===== config.mk =====
export PLATFORM = sky130hd
export DESIGN_NAME = tkc_queue
export DESIGN_NICKNAME = d
export VERILOG_FILES = /design/src/rtl/tkc_pkg.sv /design/src/rtl/tkc_queue.sv
export SDC_FILE = /design/constraint.sdc
export NUM_CORES = 1
export LEC_CHECK = 0
export BUFFER_PORTS_ARGS = -buffer_cell sky130_fd_sc_hd__buf_2
export CAP_MARGIN = 10
export CORE_MARGIN = 2
export CORE_UTILIZATION = 40
export CTS_BUF_LIST = sky130_fd_sc_hd__clkbuf_8
export DETAILED_ROUTE_END_ITERATION = 8
export PLACE_DENSITY_LB_ADDON = 0.05
export SYNTH_ARGS = -nofsm -noshare
export SYNTH_HDL_FRONTEND = slang
export SYNTH_SLANG_ARGS = --single-unit

===== constraint.sdc =====
create_clock -name clk -period 5.5 [get_ports clk]
set_input_delay 0.275 -clock clk [delete_from_list [all_inputs] [get_ports clk]]
set_output_delay 0.275 -clock clk [all_outputs]
set_load 0.01 [all_outputs]

===== src/rtl/tkc_pkg.sv =====
`default_nettype none
package tkc_pkg;

  localparam int DELAY_LENGTH_DEF = 64;
  localparam int QUEUE_DEPTH      = 2;
  localparam int CFG_DATA_W       = 17;
  localparam int CFG_INDEX_W      = 4;

  // register map
  localparam logic [CFG_INDEX_W-1:0] REG_KNEE_A_THR   = 4'd0;
  localparam logic [CFG_INDEX_W-1:0] REG_KNEE_A_INV   = 4'd1;
  localparam logic [CFG_INDEX_W-1:0] REG_KNEE_A_WIDTH = 4'd2;
  localparam logic [CFG_INDEX_W-1:0] REG_KNEE_B_THR   = 4'd3;
  localparam logic [CFG_INDEX_W-1:0] REG_KNEE_B_INV   = 4'd4;
  localparam logic [CFG_INDEX_W-1:0] REG_KNEE_B_WIDTH = 4'd5;
  localparam logic [CFG_INDEX_W-1:0] REG_ATTACK       = 4'd6;
  localparam logic [CFG_INDEX_W-1:0] REG_RELEASE      = 4'd7;

  localparam logic signed [19:0] LEVEL_FLOOR = -20'sd30720;
  localparam logic [18:0]        LOG_SCALE   = 19'd394566;  // 20*log10(2) in Q16
  localparam logic [21:0]        EXP_SCALE   = 22'd2786635; // log2(10)/20 in Q24
  localparam logic [16:0]        UNITY_Q16   = 17'd65536;
  localparam int                 GAIN_W      = 31;

  typedef struct packed {
    logic signed [15:0] thr;
    logic [16:0]        inv;
    logic [12:0]        wid;
  } knee_cfg_t;

  typedef struct packed {
    logic [15:0] attack;
    logic [15:0] rel;
  } smooth_cfg_t;

  typedef struct packed {
    logic signed [15:0] sample;
    logic signed [15:0] reduction;
  } tkc_word_t;

  typedef struct packed {
    logic full;
    logic empty;
  } queue_stat_t;

  function automatic logic [63:0] isqrt64(input logic [63:0] v_in);
    logic [63:0] v;
    logic [63:0] res;
    logic [63:0] b;
    v   = v_in;
    res = '0;
    b   = 64'h4000_0000_0000_0000;
    for (int i = 0; i < 32; i++) begin
      if (b > v) b = b >> 2;
    end
    for (int i = 0; i < 32; i++) begin
      if (b != 64'd0) begin
        if (v >= res + b) begin
          v   = v - (res + b);
          res = (res >> 1) + b;
        end else begin
          res = res >> 1;
        end
        b = b >> 2;
      end
    end
    return res;
  endfunction

  // factors 2^(-2^-k), k = 1..16, in Q30; slot k-1 holds factor k
  function automatic logic [16*GAIN_W-1:0] gain_tab();
    logic [63:0]            c;
    logic [16*GAIN_W-1:0]   t;
    c = 64'd1 << 29;
    t = '0;
    for (int k = 0; k < 16; k++) begin
      c = isqrt64(c << 30);
      t[k*GAIN_W +: GAIN_W] = c[GAIN_W-1:0];
    end
    return t;
  endfunction

endpackage
`default_nettype wire


===== src/rtl/tkc_queue.sv =====
`default_nettype none
module tkc_queue
  import tkc_pkg::*;
(
  input  wire logic        clk,
  input  wire logic        rst_n,
  input  wire logic        push,
  input  wire tkc_word_t   push_word,
  input  wire logic        pop,
  output tkc_word_t        pop_word,
  output queue_stat_t      stat
);
  localparam int PTR_W = (QUEUE_DEPTH > 1) ? $clog2(QUEUE_DEPTH) : 1;
  localparam int CNT_W = $clog2(QUEUE_DEPTH + 1);

  tkc_word_t        entry_r [QUEUE_DEPTH];
  logic [PTR_W-1:0] wr_ptr_r, rd_ptr_r;
  logic [CNT_W-1:0] count_r;

  assign pop_word   = entry_r[rd_ptr_r];
  assign stat.full  = (count_r == CNT_W'(QUEUE_DEPTH));
  assign stat.empty = (count_r == '0);

  always_ff @(posedge clk) begin
    if (push) entry_r[wr_ptr_r] <= push_word;
  end

  always_ff @(posedge clk) begin
    if (!rst_n) begin
      wr_ptr_r <= '0;
      rd_ptr_r <= '0;
      count_r  <= '0;
    end else begin
      if (push) wr_ptr_r <= (wr_ptr_r == PTR_W'(QUEUE_DEPTH - 1)) ? '0 : wr_ptr_r + 1'b1;
      if (pop)  rd_ptr_r <= (rd_ptr_r == PTR_W'(QUEUE_DEPTH - 1)) ? '0 : rd_ptr_r + 1'b1;
      if (push && !pop)      count_r <= count_r + 1'b1;
      else if (pop && !push) count_r <= count_r - 1'b1;
    end
  end
endmodule
`default_nettype wire


## Word-level counts from Yosys, hierarchy flattened

Memory sizes are Yosys's and may differ from the RTL's. A register that Yosys moved wholly into a read port is not among the register bits.
Index checks and enable logic that the tools add are counted.
W data, S select, Z words.

| operators by class | value |
|---|---|
| reductions and logical operators | 6 |
| add/subtract/negate cells | 4 |
| mux-type cells | 8 |
| equal/unequal tests | 1 |

Operators by type and width:

| operator | count |
|---|---|
| $mux W1 | 6 |
| $mux W2 | 2 |
| $add A1 B1 Y1 const B | 2 |
| $add A2 B1 Y2 const B | 1 |
| $eq A2 B2 Y1 const B | 1 |
| $logic_and A1 B1 Y1 | 2 |
| $logic_not A1 Y1 | 2 |
| $logic_not A2 Y1 | 1 |
| $reduce_bool A2 Y1 | 1 |
| $sub A2 B1 Y2 const B | 1 |

| storage, ports and cells | value |
|---|---|
| memories kept | 1 |
| output and inout bits | 34 |
| bits in registers | 4 |
| logic and storage cells | 23 |
| bits in writable memories | 64 |
| bits of input ports | 36 |

Memory list:

| memory | words | width | read ports | clocked after Yosys merged registers in | write ports | RTL line | RTL |
|---|---|---|---|---|---|---|---|
| entry_r | 2 | 32 | 1 | 1 | 1 | tkc_queue.sv:16 | `tkc_word_t entry_r [QUEUE_DEPTH];` |

## Logic depth before layout (Yosys ltp)

Gate-level depths: netlist of run 1.

| logic depth | value |
|---|---|
| depth after elaboration | 4 |
| mapped depth | 5 |
| mapped depth without buffers | 5 |

## Worst setup path after synthesis of run 1

OpenSTA, ideal clock, no wires.

| timing path | value |
|---|---|
| kind | register to register |
| from | register wr_ptr_r |
| to | memory entry_r[0][0] (netlist bit), enable pin |
| period minus slack after synthesis | 2202 ps |
| buffers on the path | 0 |
| stages on the path, launching flop included | 2 |
| setup time | 426 ps |
| arrival | 1776 ps |
| slack | 3298 ps |
| cell sequence | dfxtp_1 > nor2b_1 |

RTL lines:

| what | RTL line | RTL |
|---|---|---|
| start, declared | tkc_queue.sv:17 | `logic [PTR_W-1:0] wr_ptr_r, rd_ptr_r;` |
| start signal, assigned | tkc_queue.sv:34 | `if (push) wr_ptr_r <= (wr_ptr_r == PTR_W'(QUEUE_DEPTH - 1)) ? '0 : wr_ptr_r + 1'b1;` |
| end, declared | tkc_queue.sv:16 |  |

Straight into the memory's write port.

==> results of run 1 <==
cell type report:
type,count,area [sq um],share of cell area [%]
clock buffers,9,124,3.98
repair buffers,71,360,11.6
well taps,75,93.8,3.01
multi-input cells,48,483,15.5
clock inverters,7,27.5,0.884
inverters,1,3.75,0.121
flip-flops and latches,69,2020,64.9
worst max-delay path, cell delays in order, from the launching register on:
cell	delay, ns
dfxtp_1	0.77
buf_4	0.37
mux2_2	0.37
buf_2	0.14
layer usage:
metal | vias up | routed length [um] | GRT usage (%) | part of all wire (%)
met5 | - | 0 | 0 | 0
met4 | 0 | 25 | 6.60 | 0.60
met3 | 4 | 213 | 3.96 | 5.1
met2 | 43 | 2140 | 20.5 | 51
met1 | 620 | 1810 | 13.8 | 43
li1 | 627 | - | - | -
cell families after synthesis:
logic type	count (synthesis)	share of synthesized area (%)
DFF	69	80.0
and+or+nand+nor	9	2.23
AOI/OAI and AO/OA	3	0.792
adders and majority gates	1	0.495
muxes	32	14.3
buffers and inverters	5	1.24
xor gates and xnor gates	3	1.04
cells in the final DEF (no fill, tap or decap), types with 2 or more instances in the layout:
cell,Yosys,routed
buf_2,0,69
dfxtp_1,5,5
mux2_2,30,30
buf_4,3,2
clkinv_1,0,2
and2_1,4,4
clkbuf_8,0,9
inv_1,1,5
edfxtp_1,64,64
mux2_1,2,2
xor2_1,2,2
sequential cells by signal, summed over array words and instances (netlist names), named ones only:
| name | cells |
|---|---|
| count_r | 2 |
| entry_r | 64 |
| rd_ptr_r | 1 |
| wr_ptr_r | 1 |
worst paths after layout:
path	end	slack, ns
setup / recovery	pop_word[30]	3.24
hold / removal	entry_r[0][0]$_DFFE_PP_	0.14
setup reg to reg	entry_r[0][31]$_DFFE_PP_	4.01
hold reg to reg	count_r[1]$_SDFFE_PN0P_	0.50
report_power, final:
part | total [mW] | switching [mW] | internal [mW] | leakage [nW]
combinational | 0.115 | 0.0566 | 0.0588 | 0.465
sequential | 0.618 | 0.0123 | 0.605 | 0.642
clock | 0.315 | 0.162 | 0.153 | 0.0931
==> out/results.txt, run 1 <==
Slew headroom - 36.2%
Routed wire length - 4190 um
Top-count cell post-synth - edfxtp_1
Initial antenna violation count - 0
Critical Path Start Type - register
Hold Vio Cnt, Final - 0
CTS Buf Count - 9
Core ar. - 6030 sq um
Top cell types by occurrence after synthesis - 64 x edfxtp_1, 30 x mux2_2, 5 x dfxtp_1
LEAKAGE - 1.20 nW
Yosys warns - 0
Status - complete, no violations
Port bufs - 69
Die H - 83.5 um
Final Instance Area - 3110 sq um
Vias - 1294
Clock tree buffer depth - 2
Vias in the first global route - 1337
Worst Skew - 0.00515 ns
Worst Hold Depth - 1
Post-CTS setup buffers - 0
Die area - 6970 sq um
HPWL Detailed - 2790 um
Final setup TNS - 0 ns
Largest net degree at the start of global routing - 34
# hold bufs at CTS - 0
Tot Pwr - 1.05 mW
Non-Filler Instances - 280
Post-layout util - 51.7%
H-tree levels - 3
Post-synth top area cell - edfxtp_1
RR Startpoint - wr_ptr_r$_SDFFE_PN0P_
Least-Margin Pin Slew - 0.955 ns
Routed wire per std cell - 15.0 um
Placed Cells - 264
Placed inst area - 2960 sq um
Min-Delay Path Class - input pin to register
Crit share post-route - 41.0%
Hold Startpoint - push_word[0]
I/O pins - 70
Total iterations of the first detailed-routing run - 4
Maxcap violations - 0
CP Data Arrival Time - 1.98 ns
Net Count, Synth - 159
Clock-pin slew on the worst setup and hold paths - 0.07 ns
Peak Freq - 0.443 GHz
Fill count - 509
CP Capture Type - primary output
Cells after synthesis - 122
Dpl ws - 3.54 ns
Detailed Route Iter0 Violations - 37
Routability cong. - 0.663
Die width - 83.5 um
Fraction of registers with async set/reset - 0%
First-pass GRT wire length - 6380 um
Setup ws final - 3.24 ns
Root Buffer - clkbuf_8
Slew Limit Fails - 0
Final setup fails - 0
CTS tree - yes
Crit Path Max Fanout - 17
NumNets Final - 237
#FFs+latches synth - 69
Post-synth top area share - 76.0%
Yosys cell types - 18
Initial Util - 42.0%
Power density over the cells - 337 nW/um^2
Synthesis-to-layout area growth - 23.2%
Share of cells above drive strength 1 - 55.1%
Total track usage - 12.2%
Max VDD drop - 0.000165 V
Critical path class - register to primary output
Top FF cell, synth - edfxtp_1
Residual DRC - 0
RSZ-0062 raised after global routing - false
CTS-repair resized insts - 0
Tmin final - 2.26 ns
Register area share after synthesis - 80.0%
CTS Sinks - 69
Critical Path RT - 5.22 ns
Number of core rows - 28
R2r worst-path depth - 1
Total gr overflow - 0
Routed Antenna Nets - 0
Mean Syn Cell Area - 20.7 sq um
Final Hold Slack - 0.137 ns
Vias per cell - 4.62
Clk_lat worst skew - 0.32 ns
EDFF count, synth - 64
Area contributors post-synth - edfxtp_1 76%, mux2_2 13%, dfxtp_1 4.0%
Inserted Diodes - 0
Post-Syn Area - 2530 sq um
No activity file was read; power rests on OpenSTA's default activity.
==> inputs of run 2 (changes only) <==
==> constraint.sdc (replaced) <==
create_clock -name clk -period 2.3 [get_ports clk]
set_input_delay 0.115 -clock clk [delete_from_list [all_inputs] [get_ports clk]]
set_output_delay 0.115 -clock clk [all_outputs]
set_load 0.01 [all_outputs]
==> run 2 against run 1 <==
Against the previous run:
- global-route usage grew 0.86 points
- via count increased by 8.3%
- final cell count is 11% higher
- core utilization rose by 5.5 points
- clock power grew 140%
- largest power group unchanged
- highest routed layer unchanged
==> out/results.txt, run 2 (synthesis gave the netlist of run 1 again) <==
CTS Buf Count - 9
Die H - 83.5 um
Die width - 83.5 um
Largest net degree at the start of global routing - 33
Routed wire per std cell - 14.0 um
Crit Path Max Fanout - 32
Inserted Diodes - 0
Top flop regs - entry_r: 64 flops, count_r: 2 flops
Total iterations of the first detailed-routing run - 4
Die area - 6970 sq um
Maxcap violations - 0
NumNets Final - 271
Dpl ws - 0.848 ns
CTS tree - yes
Total track usage - 13.1%
Initial antenna violation count - 0
CTS-repair resized insts - 0
Total gr overflow - 0
H-tree levels - 3
Number of core rows - 28
Critical Path RT - 2.18 ns
Setup ws final - 0.630 ns
Routability cong. - 0.661
Most common cell after layout, fill and taps aside - buf_2
Top reg by flops - entry_r
Worst Skew - 0.00840 ns
Clock tree buffer depth - 2
Initial Util - 42.0%
Residual DRC - 0
Non-Filler Instances - 312
Critical Path Start Type - register
Tmin final - 1.67 ns
Least-Margin Pin Slew - 0.492 ns
CP Data Arrival Time - 1.56 ns
I/O pins - 70
Post-CTS setup buffers - 0
Crit share post-route - 72.6%
Max reg flops - 64
HPWL Detailed - 2780 um
Power density over the cells - 740 nW/um^2
Final setup fails - 0
Clock-pin slew on the worst setup and hold paths - 0.06 ns
LEAKAGE - 1.33 nW
Max VDD drop - 0.000503 V
# hold bufs at CTS - 32
Vias in the first global route - 1421
RSZ-0062 raised after global routing - false
Fill count - 492
Clk_lat worst skew - 0.32 ns
Synthesis-to-layout area growth - 36.2%
First-pass GRT wire length - 6810 um
Share of cells above drive strength 1 - 48.5%
Slew Limit Fails - 0
Routed wire length - 4360 um
Hold Vio Cnt, Final - 0
CTS Sinks - 69
Placed Cells - 266
Tot Pwr - 2.55 mW
Slew headroom - 67.1%
Routed Antenna Nets - 0
Status - complete, no violations
Min-Delay Path Class - input pin to register
Core ar. - 6030 sq um
Detailed Route Iter0 Violations - 91
Root Buffer - clkbuf_8
Peak Freq - 0.599 GHz
Critical path class - register to primary output
Vias per cell - 4.49
Vias - 1401
Port bufs - 69
Final setup TNS - 0 ns
Commonest cells after routing, fill and taps aside - 69 x buf_2, 64 x edfxtp_1, 32 x dlygate4sd3_1
CP Capture Type - primary output
## run 2: cell count changes in the layout (fill, tap and decap cells not counted), sizes merged
cell         change
buf              +2
inv              -2
dlygate4sd3     +32
clkinv           -1
clkinvlp         +1
## run 2: final timing paths
| kind | slack [ns] | from | cells after the start | to |
|---|---|---|---|---|
| worst max-delay path | 0.63 | register | 3 | pop_word[5] |
| worst min-delay path | 0.05 | rst_n | 2 | wr_ptr_r$_SDFFE_PN0P_ |
| worst max register to register | 0.88 | wr_ptr_r$_SDFFE_PN0P_ | 2 | entry_r[0][12]$_DFFE_PP_ |
| worst min register to register | 0.51 | count_r[1]$_SDFFE_PN0P_ | 2 | count_r[1]$_SDFFE_PN0P_ |
## run 2: worst max-delay path, stage by stage, from the launching register on
cell and delay (ns):
dfxtp_1 0.30, buf_4 0.37, mux2_2 0.40, buf_2 0.14
## run 2: routing by layer
layer / GRT usage, % / wire length, um
met1: 15.3 / 1780
met2: 21.4 / 2270
met3: 5.74 / 280
met4: 4.84 / 36
met5: 0 / 0
## run 2: report_power, final
group | switching, mW | internal [mW]
sequential | 0.0186 | 1.45
combinational | 0.153 | 0.179
clock | 0.387 | 0.364
total | 0.559 | 1.99
## run 2: per-stage QoR
| step | util (%) | hold slack [ns] | area [sq um] |
|---|---|---|---|
| after detailed placement | 49.4 | 0.306 | 2980 |
| after global placement | 49.4 | 0.303 | 2980 |
| after CTS | 57.2 | 0.0392 | 3440 |
| after floorplan | - | 0.214 | 2530 |
| after global routing | 57.2 | 0.0446 | 3440 |
| final | 57.2 | 0.0478 | 3440 |
## run 2: final cells by class
cell class	instances	area [sq um]	share of cell area, %
inverters	1	3.75	0.109
repair buffers	105	696	20.2
clock inverters	5	22.5	0.654
flip-flops and latches	69	2020	58.7
clock buffers	9	124	3.60
multi-input cells	48	483	14.0
well taps	75	93.8	2.72
